## config.mk

```make
export PLATFORM = sky130hd
export DESIGN_NAME = arp_ip_conflict_guard
export DESIGN_NICKNAME = d
export VERILOG_FILES = /design/src/rtl/arpcg_pkg.sv /design/src/rtl/arp_ip_conflict_guard.sv
export SDC_FILE = /design/constraint.sdc
export NUM_CORES = 2
export LEC_CHECK = 0
export BUFFER_PORTS_ARGS = -buffer_cell sky130_fd_sc_hd__buf_2
export CAP_MARGIN = 25
export CORE_ASPECT_RATIO = 1.1
export CORE_MARGIN = 5
export CORE_UTILIZATION = 54
export DETAILED_ROUTE_END_ITERATION = 7
export MAX_ROUTING_LAYER = met4
export PLACE_DENSITY_LB_ADDON = 0.15
export SLEW_MARGIN = 5
export SYNTH_ARGS = -nofsm -noshare
export SYNTH_HDL_FRONTEND = slang
export SYNTH_SLANG_ARGS = --single-unit
```

## constraint.sdc

```tcl
create_clock -name clk_i -period 10.7 [get_ports clk_i]
set_clock_uncertainty 0.15 [all_clocks]
set_input_delay 3.21 -clock clk_i [delete_from_list [all_inputs] [get_ports clk_i]]
set_output_delay 3.21 -clock clk_i [all_outputs]
set_load 0.05 [all_outputs]
```

## src/rtl/arpcg_pkg.sv

```systemverilog
`default_nettype none
package arpcg_pkg;

  localparam int NUM_IFACES   = 4;
  localparam int SLOT_W       = (NUM_IFACES > 1) ? $clog2(NUM_IFACES) : 1;
  localparam int CNT_W        = $clog2(NUM_IFACES + 1);
  localparam int MAX_RESULTS  = 8;
  localparam int RES_W        = $clog2(MAX_RESULTS + 1);
  localparam int COUNT_W      = 3;
  localparam int CFG_IDX_W    = 1;
  localparam int CFG_DATA_W   = 32;

  localparam logic [CFG_IDX_W-1:0] CFG_IFACE_COUNT  = 1'b0;
  localparam logic [CFG_IDX_W-1:0] CFG_DEFEND_TICKS = 1'b1;
  localparam logic [31:0]          DEFEND_RESET     = 32'd10000;
  localparam logic [47:0]          MAC_BCAST        = 48'hFFFF_FFFF_FFFF;

  typedef enum logic [1:0] {
    REQ_WRITE = 2'd0,
    REQ_ARP   = 2'd1,
    REQ_TICK  = 2'd2
  } req_e;

  typedef enum logic [2:0] {
    ACT_LOCAL   = 3'd0,
    ACT_NONE    = 3'd1,
    ACT_SUPPR   = 3'd2,
    ACT_PASSIVE = 3'd3,
    ACT_REPLY   = 3'd4,
    ACT_GRAT    = 3'd5
  } action_e;

  typedef enum logic [2:0] {
    ST_IDLE,
    ST_LOCAL,
    ST_CONF,
    ST_GRAT,
    ST_FLUSH
  } state_e;

  typedef struct packed {
    logic [1:0]  req_type;
    logic [1:0]  entry_index;
    logic [31:0] entry_ip;
    logic [47:0] entry_mac;
    logic        entry_active;
    logic        entry_usable;
    logic [31:0] sender_ip;
    logic [47:0] sender_mac;
  } req_t;

  typedef struct packed {
    logic [2:0]  action_code;
    logic [1:0]  iface_slot;
    logic [31:0] frame_src_ip;
    logic [47:0] frame_src_mac;
    logic [31:0] frame_dst_ip;
    logic [47:0] frame_dst_mac;
    logic        last_of_run;
  } res_t;

endpackage
`default_nettype wire

```

## src/rtl/arp_ip_conflict_guard.sv

```systemverilog
// A table write, a tick or an unknown request is taken without stalling the input.
// An ARP request stalls the input while it walks the n slots in use, first for a local
// match and then for conflicts, answering each active-mode conflict with a reply and a
// gratuitous frame. A local match or a suppressed conflict ends the walk early.
// Output stalls hold the walk. Results leave one by one as the next is made.
// Reset clears the table, the tick counter and the output valid, and restores the registers.
`default_nettype none
module arp_ip_conflict_guard import arpcg_pkg::*; (
  input  wire logic                  clk_i,
  input  wire logic                  rst_ni,
  input  wire logic                  in_valid_i,
  output      logic                  in_stall_o,
  input  wire req_t                  in_req_i,
  output      logic                  out_valid_o,
  input  wire logic                  out_stall_i,
  output      res_t                  out_res_o,
  input  wire logic                  cfg_we_i,
  input  wire logic [CFG_IDX_W-1:0]  cfg_idx_i,
  input  wire logic [CFG_DATA_W-1:0] cfg_wdata_i
);

  state_e state_q, state_d;
  logic [CNT_W-1:0] idx_q, idx_d, n_q, n_d;
  logic [RES_W-1:0] k_q, k_d;
  logic [31:0] sip_q, sip_d;
  logic [47:0] smac_q, smac_d;
  res_t pend_q, pend_d, out_q, out_d;
  logic pend_vld_q, pend_vld_d, out_vld_q, out_vld_d;

  logic [31:0] ip_q       [NUM_IFACES];
  logic [47:0] mac_q      [NUM_IFACES];
  logic        active_q   [NUM_IFACES];
  logic        usable_q   [NUM_IFACES];
  logic [31:0] last_q     [NUM_IFACES];
  logic        seen_q     [NUM_IFACES];
  logic [31:0] now_q;
  logic [COUNT_W-1:0] count_q;
  logic [31:0] defend_q;

  logic [SLOT_W-1:0] slot;
  logic walk_end, local_hit, conflict, suppress, can_push, can_make;
  logic in_acc, c_sup, c_new, lim_sup, lim_new, rec_tick;
  logic [31:0] elapsed;

  assign in_stall_o  = (state_q != ST_IDLE);
  assign in_acc      = in_valid_i && !in_stall_o;
  assign out_valid_o = out_vld_q;
  assign out_res_o   = out_q;

  assign slot      = idx_q[SLOT_W-1:0];
  assign walk_end  = (idx_q >= n_q);
  assign local_hit = usable_q[slot] && (mac_q[slot] == smac_q);
  assign conflict  = usable_q[slot] && (ip_q[slot] == sip_q) && (mac_q[slot] != smac_q);
  assign elapsed   = now_q - last_q[slot];
  assign suppress  = seen_q[slot] && (elapsed < defend_q);
  assign can_push  = !out_vld_q || !out_stall_i;
  assign can_make  = !pend_vld_q || can_push;
  assign c_sup     = (state_q == ST_CONF) && !walk_end && conflict && suppress;
  assign c_new     = (state_q == ST_CONF) && !walk_end && conflict && !suppress;
  assign lim_sup   = (int'(k_q) >= MAX_RESULTS);
  assign lim_new   = ((int'(k_q) + (active_q[slot] ? 2 : 1)) > MAX_RESULTS);
  assign rec_tick  = c_new && !lim_new && can_make;

  always_comb begin
    state_d = state_q;
    unique case (state_q)
      ST_IDLE: begin
        if (in_acc && (in_req_i.req_type == REQ_ARP)) begin
          state_d = ST_LOCAL;
        end
      end
      ST_LOCAL: begin
        if (walk_end) begin
          state_d = ST_CONF;
        end else if (local_hit) begin
          state_d = ST_FLUSH;
        end
      end
      ST_CONF: begin
        if (walk_end) begin
          state_d = ST_FLUSH;
        end else if (c_sup) begin
          if (lim_sup || can_make) begin
            state_d = ST_FLUSH;
          end
        end else if (c_new) begin
          if (lim_new) begin
            state_d = ST_FLUSH;
          end else if (can_make && active_q[slot]) begin
            state_d = ST_GRAT;
          end
        end
      end
      ST_GRAT: begin
        if (can_make) begin
          state_d = ST_CONF;
        end
      end
      ST_FLUSH: begin
        if (can_push) begin
          state_d = ST_IDLE;
        end
      end
      default: state_d = ST_IDLE;
    endcase
  end

  always_comb begin
    res_t r;
    logic mk;
    r          = '0;
    mk         = 1'b0;
    idx_d      = idx_q;
    n_d        = n_q;
    k_d        = k_q;
    sip_d      = sip_q;
    smac_d     = smac_q;
    pend_d     = pend_q;
    pend_vld_d = pend_vld_q;
    out_d      = out_q;
    out_vld_d  = out_vld_q && out_stall_i;
    r.iface_slot = 2'(slot);
    unique case (state_q)
      ST_IDLE: begin
        if (in_acc && (in_req_i.req_type == REQ_ARP)) begin
          sip_d      = in_req_i.sender_ip;
          smac_d     = in_req_i.sender_mac;
          n_d        = (int'(count_q) > NUM_IFACES) ? CNT_W'(NUM_IFACES) : CNT_W'(count_q);
          idx_d      = '0;
          k_d        = '0;
          pend_vld_d = 1'b0;
        end
      end
      ST_LOCAL: begin
        if (walk_end) begin
          idx_d = '0;
        end else if (local_hit) begin
          r.action_code = ACT_LOCAL;
          pend_d        = r;
          pend_vld_d    = 1'b1;
        end else begin
          idx_d = idx_q + CNT_W'(1);
        end
      end
      ST_CONF: begin
        if (!walk_end) begin
          if (c_sup) begin
            r.action_code = ACT_SUPPR;
            mk = !lim_sup && can_make;
          end else if (c_new) begin
            if (active_q[slot]) begin
              r.action_code   = ACT_REPLY;
              r.frame_src_ip  = ip_q[slot];
              r.frame_src_mac = mac_q[slot];
              r.frame_dst_ip  = sip_q;
              r.frame_dst_mac = smac_q;
            end else begin
              r.action_code = ACT_PASSIVE;
              if (rec_tick) begin
                idx_d = idx_q + CNT_W'(1);
              end
            end
            mk = rec_tick;
          end else begin
            idx_d = idx_q + CNT_W'(1);
          end
        end
      end
      ST_GRAT: begin
        r.action_code   = ACT_GRAT;
        r.frame_src_ip  = ip_q[slot];
        r.frame_src_mac = mac_q[slot];
        r.frame_dst_ip  = ip_q[slot];
        r.frame_dst_mac = MAC_BCAST;
        mk = can_make;
        if (can_make) begin
          idx_d = idx_q + CNT_W'(1);
        end
      end
      ST_FLUSH: begin
        if (can_push) begin
          if (pend_vld_q) begin
            out_d = pend_q;
          end else begin
            out_d = '0;
            out_d.action_code = ACT_NONE;
          end
          out_d.last_of_run = 1'b1;
          out_vld_d  = 1'b1;
          pend_vld_d = 1'b0;
        end
      end
      default: ;
    endcase
    if (mk) begin
      if (pend_vld_q) begin
        out_d             = pend_q;
        out_d.last_of_run = 1'b0;
        out_vld_d         = 1'b1;
      end
      pend_d     = r;
      pend_vld_d = 1'b1;
      k_d        = k_q + RES_W'(1);
    end
  end

  always_ff @(posedge clk_i or negedge rst_ni) begin
    if (!rst_ni) begin
      state_q    <= ST_IDLE;
      idx_q      <= '0;
      n_q        <= '0;
      k_q        <= '0;
      pend_vld_q <= 1'b0;
      out_vld_q  <= 1'b0;
      now_q      <= '0;
      count_q    <= '0;
      defend_q   <= DEFEND_RESET;
      for (int i = 0; i < NUM_IFACES; i++) begin
        ip_q[i]     <= '0;
        mac_q[i]    <= '0;
        active_q[i] <= 1'b0;
        usable_q[i] <= 1'b0;
        last_q[i]   <= '0;
        seen_q[i]   <= 1'b0;
      end
    end else begin
      state_q    <= state_d;
      idx_q      <= idx_d;
      n_q        <= n_d;
      k_q        <= k_d;
      pend_vld_q <= pend_vld_d;
      out_vld_q  <= out_vld_d;
      if (cfg_we_i) begin
        unique case (cfg_idx_i)
          CFG_IFACE_COUNT:  count_q  <= cfg_wdata_i[COUNT_W-1:0];
          CFG_DEFEND_TICKS: defend_q <= cfg_wdata_i[31:0];
          default: ;
        endcase
      end
      if (in_acc) begin
        case (in_req_i.req_type)
          REQ_WRITE: begin
            if (int'(in_req_i.entry_index) < NUM_IFACES) begin
              ip_q[SLOT_W'(in_req_i.entry_index)]     <= in_req_i.entry_ip;
              mac_q[SLOT_W'(in_req_i.entry_index)]    <= in_req_i.entry_mac;
              active_q[SLOT_W'(in_req_i.entry_index)] <= in_req_i.entry_active;
              usable_q[SLOT_W'(in_req_i.entry_index)] <= in_req_i.entry_usable;
            end
          end
          REQ_TICK: now_q <= now_q + 32'd1;
          default: ;
        endcase
      end
      if (rec_tick) begin
        last_q[slot] <= now_q;
        seen_q[slot] <= 1'b1;
      end
    end
  end

  always_ff @(posedge clk_i) begin
    sip_q  <= sip_d;
    smac_q <= smac_d;
    pend_q <= pend_d;
    out_q  <= out_d;
  end

endmodule
`default_nettype wire

```

* Yosys cells after proc, flatten, opt, wreduce, memory -nomap -nowiden
Cells that the tools add are included.
** Storage, ports and cells
- Register bits :: 953
- Bits of input ports :: 204
- Output and inout bits :: 168
** Cells by class
- Add/subtract/negate cells :: 5
- Magnitude comparators :: 9
- Eq/ne operators :: 26
- Multiplexer cells :: 93
- Bitwise gates (word level) :: 4
- Reduce and logical (&&, ||, !) cells :: 47
** Operator list (count)
- two-way mux 166 bit :: 9
- two-way mux 160 bit :: 4
- case mux 160 bit (2 select lines) :: 1
- bitwise mux 128 bit :: 2
- bitwise mux 192 bit :: 1
- two-way mux 32 bit :: 6
- two-way mux 48 bit :: 3
- binary-select mux 32 bit (select 2 bit) :: 2
- demux 32 bit (select 2 bit) :: 2
- binary-select mux 48 bit (select 2 bit) :: 1
- demux 48 bit (select 2 bit) :: 1
- two-way mux 3 bit :: 25
- == test 48 bit :: 1
- inequality test 48 bit :: 1
- adder 32 x 1 -> 32 bit, second input constant :: 1
- == test 32 bit :: 1
- < comparator 32 bit :: 1
- subtractor 32 bit :: 1
- inequality test 3 bit, second input constant :: 8
- two-way mux 1 bit :: 20
- logical AND 1 bit :: 17
- case mux 3 bit (5 select lines) :: 1
- two-way mux 4 bit :: 3
- case mux 3 bit (4 select lines) :: 1
- other kinds (41) :: 71

* Logic depth before layout (Yosys ltp)
- Depth after elaboration :: 17
- Depth in mapped cells :: 33
- Depth with buffers taken out :: 23

* Least setup slack after synthesis
No wires, ideal clock.
- Kind :: flip-flop to flip-flop
- From :: register idx_q[0]
- To :: register pend_q[100] in the netlist's numbering (enable)
- Setup time :: 1.356 ns
- Arrival :: 10.040 ns
- Required time :: 9.194 ns
- Path slack :: -0.846 ns
- Cell stages (with the launch flop) :: 31
- Buffers on the path :: 8
- Path through :: dfrtp_1 > buf_6 > buf_6 > buf_4 > buf_2 > buf_4 > buf_1 > buf_1 > mux4_2 > inv_1 > ha_1 > and3_1 > nand2_1 > a21oi_1 > o41ai_1 > or4_1 > a311o_1 > o31a_1 > a21oi_1 > o211ai_1 > ha_1 > nand4_1 > nor2_1 > or4bb_1 > o211ai_1 > a21oi_1 > and3_1 > o211a_1 > o21ai_1 > clkbuf_1 > nand2_1
** Between the ends
- Word-level cells in the longest chain between the ends :: 17
- Elaborated cells between the ends (all ways) :: 49
** RTL lines
- start: declaration :: line arp_ip_conflict_guard.sv:23 : logic [CNT_W-1:0] idx_q, idx_d, n_q, n_d;
- start signal: assignment :: line arp_ip_conflict_guard.sv:228 : idx_q <= idx_d;
- NOT 2 -> 3 bit (not written as such)
- binary-select mux 32 bit (select 2 bit), on equally long branches :: line arp_ip_conflict_guard.sv:54, arp_ip_conflict_guard.sv:53
- two-way mux 32 bit, on equally long branches (2 in a row) :: line arp_ip_conflict_guard.sv:54, arp_ip_conflict_guard.sv:53
- subtractor 32 bit / == test 32 bit (equally long branches) :: line arp_ip_conflict_guard.sv:54, arp_ip_conflict_guard.sv:53
- < comparator 32 bit / logical AND 1 bit (equally long branches) :: line arp_ip_conflict_guard.sv:55, arp_ip_conflict_guard.sv:53
- logical AND 1 bit, on equally long branches :: line arp_ip_conflict_guard.sv:55, arp_ip_conflict_guard.sv:53
- logical NOT 1 bit / logical AND 1 bit (equally long branches) :: line arp_ip_conflict_guard.sv:59, arp_ip_conflict_guard.sv:58
- logical AND 1 bit :: line arp_ip_conflict_guard.sv:59 : assign c_new = (state_q == ST_CONF) && !walk_end && conflict && !suppress;
- logical AND 1 bit (2 in a row) :: line arp_ip_conflict_guard.sv:62 : assign rec_tick = c_new && !lim_new && can_make;
- two-way mux 1 bit :: line arp_ip_conflict_guard.sv:150 : end else if (c_new) begin
- two-way mux 1 bit :: line arp_ip_conflict_guard.sv:147 : if (c_sup) begin
- two-way mux 1 bit :: line arp_ip_conflict_guard.sv:146 : if (!walk_end) begin
- case mux 1 bit (2 select lines) :: line arp_ip_conflict_guard.sv:123 : unique case (state_q)
- inequality test 2 x 1 -> 1 bit (no line) / nonzero test 2 bit (equally long branches)
- AND reduction 3 bit (no line) *
- end signal: assignment :: line arp_ip_conflict_guard.sv:264 : pend_q <= pend_d;
- end: declaration :: line arp_ip_conflict_guard.sv:27 : res_t pend_q, pend_d, out_q, out_d;
Every way passes the cells marked *; elsewhere a longest branch is shown, timed or not. The select of a mux whose other input is x is not followed.
A chain may end at the register's enable or synchronous reset.

==> metrics.txt <==
total gr overflow 0; slowest CP cell dfrtp_4; Sink Count 953; first-pass GRT wire length 169 mm; Worst Setup Path Type reg -> reg; share of the synthesized area in the top cell type 0.321; antenna-violating nets left 0; Most Crowded Layer GR met2; routed via count 26600; register bit total from synthesis 953; clk root buf clkbuf_16; most frequent CP cell a21o_1; Worst Hold Class reg -> reg; GR Util met1 0.384; status finished, final reports clean; DRT Wirelength 111 mm; die area 0.0831 mm2; FMAX 0.116 GHz; Cell Pwr Density 289 mW/mm2; share of cells above drive strength 1 0.339; Main synth FF type dfrtp_1; Die W 275 um; Placed Area 0.0443 mm2; fin crit period 8.66 ns; Num CTS Buffers 99; hold_ws 0.300 ns; Final nets 3548; synthesized cell area 0.0418 mm2; post-layout util 0.622; Die Y 302 um; ordered cell list for the critical path buf_4 > mux4_2 > inv_1 > ha_1 > a21o_1 > a21o_1 > a221o_1 > a21o_1 > a21oi_1 > a311o_1 > o31a_1 > a211o_1 > o211ai_1 > ha_1 > nand4_1 > nor2_1 > or4bb_1 > o211ai_1 > a21oi_1 > and2_0 > nor4_4 > a211o_4 > buf_12 > a32o_1; M3 GR Usage 0.0416; Slew Viols, Final 0; post-layout worst setup margin 2.04 ns; setup bufs post-CTS 0; Mapped Nets 3233; EDFF count, synth 245; pin count of the biggest net entering global routing 193; leakage 21.3 nW; Initial Util 0.542; Synth area leaders dfrtp_1, edfxtp_1, mux2_2; final setup fails 0; WL/cell 25.2 um; maximum VDD drop 0.000286 V; Synth Instances 2952; post-synth cell types 85; Max Cap Viol 0; Synth area leader dfrtp_1; Final HPWL DP 77.4 mm; vias in the first global route 27200; GR Util All Layers 0.272; crit start category register; ys async rst share 0.569; Place WS 2.08 ns; final number of hold-violating endpoints 0; Mean Syn Cell Area 14.2 um2; Final period util 0.809; FP Rows 107; RSZ-0062 raised after global routing false; sum of negative setup slack 0 ns; Worst path max stage delay 0.91 ns; routability-driven placement congestion ratio 0.930; DRC 0; register area share after synthesis 0.580; worst slew pin tran 1.18 ns; worst-path maximum fanout 86; CTS clk-pin slew, worst paths 0.06 ns; CTS tree built; vias per cell 6.03; critical path's top delay family compound AO/OA/AOI/OAI gates; synth-to-layout area growth 14.6%; IO buf count 371; initial antenna violation count 24; DRT Pass-1 Iters 6; # IOs 372; arrival time worst endpoint 9.09 ns; CTS H-Tree Depth 3; Post-Layout Inst Area 0.0479 mm2; Rel. slew slack 0.216; CP required 11.13 ns; hold_buf cts 0; Starting DRT DRC Count 2521; Critical Path Sink Type register; clock latency on the worst-skew pair 0.66 ns; PostCTS Resize Cnt 0; Core Region 0.0771 mm2; Buf/Inv on CP 3; CTS Buffer Depth 3; GR Util met2 0.416; yosys warns 0
[routing by layer]
layer | vias up | share of wire
met5 | - | 0
met4 | 0 | 0.027
met3 | 167 | 0.067
met2 | 873 | 0.47
met1 | 13800 | 0.43
li1 | 11800 | -
[tightest hold or removal path, cell delays in order, from the launching register on]
cell	delay, ns
dfxtp_1	0.31
inv_1	0.05
a32oi_1	0.05
[metrics by stage]
stage                     power [W]  cells
after floorplan             0.00890   2952
after global placement       0.0102   4199
after detailed placement     0.0103   4199
after CTS                    0.0139   4386
after global routing         0.0145   4409
final                        0.0139   4413
[state kept, by name (all words and copies together), names as in the netlist, 32 cells and up]
name	flops
last_q	128
ip_q	128
now_q	32
sip_q	32
smac_q	48
pend_q	165
defend_q	32
out_res_o	166
mac_q	192
[final cells by class]
type	instances	area [um2]
inverters	104	393
repair buffers	398	2180
clock buffers	144	2950
multi-input cells	1711	16300
diodes	25	62.6
fillers	5986	29200
flip-flops and latches	953	24300
well taps	1035	1290
clock inverters	43	520
[final timing paths]
check	startpoint	to	slack [ns]	cells after the start
max in group asynchronous	rst_ni	mac_q[127]	6.55	2
min in group asynchronous	rst_ni	defend_q[6]	2.36	1
setup reg to reg	idx_q[0]	out_res_o[116]	2.04	24
hold reg to reg	out_res_o[163]	out_res_o[163]	0.30	2
setup / recovery	idx_q[0]	out_res_o[116]	2.04	24
hold / removal	out_res_o[163]	out_res_o[163]	0.30	2
[placed cells by master (no fill, tap or decap), types with 7 or more instances in the layout]
master     instances
xor2_1            31
and3_1            27
mux2i_1           53
nand2_1           84
edfxtp_1         245
clkbuf_16        101
nand2b_1          15
clkbuf_8          26
a221oi_1           7
dfrtp_1          534
mux2_2           442
a21o_1            23
a22oi_1           29
clkinv_2          18
dfxtp_1          166
buf_2            370
bufinv_16          9
diode_2           25
o22ai_1            8
clkbuf_1          17
a21oi_1           50
nand3_1           28
mux2_1            54
o21ai_0           29
o21a_1            50
and2_1            42
a211oi_1          13
inv_1            103
nor2b_1            7
xnor2_1           93
ha_1              75
nand4_1           26
a32o_1           164
a31oi_1            9
buf_4             19
mux4_2            97
nor4_1             9
nor3_1            13
nor2_1           116
[cells in the mapped netlist, types with 54 or more instances]
master and count:
a32o_1 164, clkbuf_1 115, dfrtp_1 537, dfxtp_1 166, edfxtp_1 245, ha_1 75
inv_1 103, mux2_1 54, mux2_2 442, mux4_2 97, nand2_1 85, nor2_1 117
xnor2_1 93
[where the power goes]
group	internal (W)	switching [W]
Clock	0.00214	0.00144
Combinational	0.00172	0.00307
Sequential	0.00477	0.000729
Total	0.00863	0.00524
[logic make-up (layout without fill, tap and decap cells)]
logic type	after synthesis	in the layout	synth area share
AOI/OAI and AO/OA	462	462	0.0900
xor gates and xnor gates	124	124	0.0260
adders and majority gates	77	77	0.0234
buffers and inverters	288	689	0.0334
DFF	953	953	0.580
muxes	646	646	0.198
other	0	25	0
and+or+nand+nor	402	402	0.0491
Power figures use the tool's default switching activity.
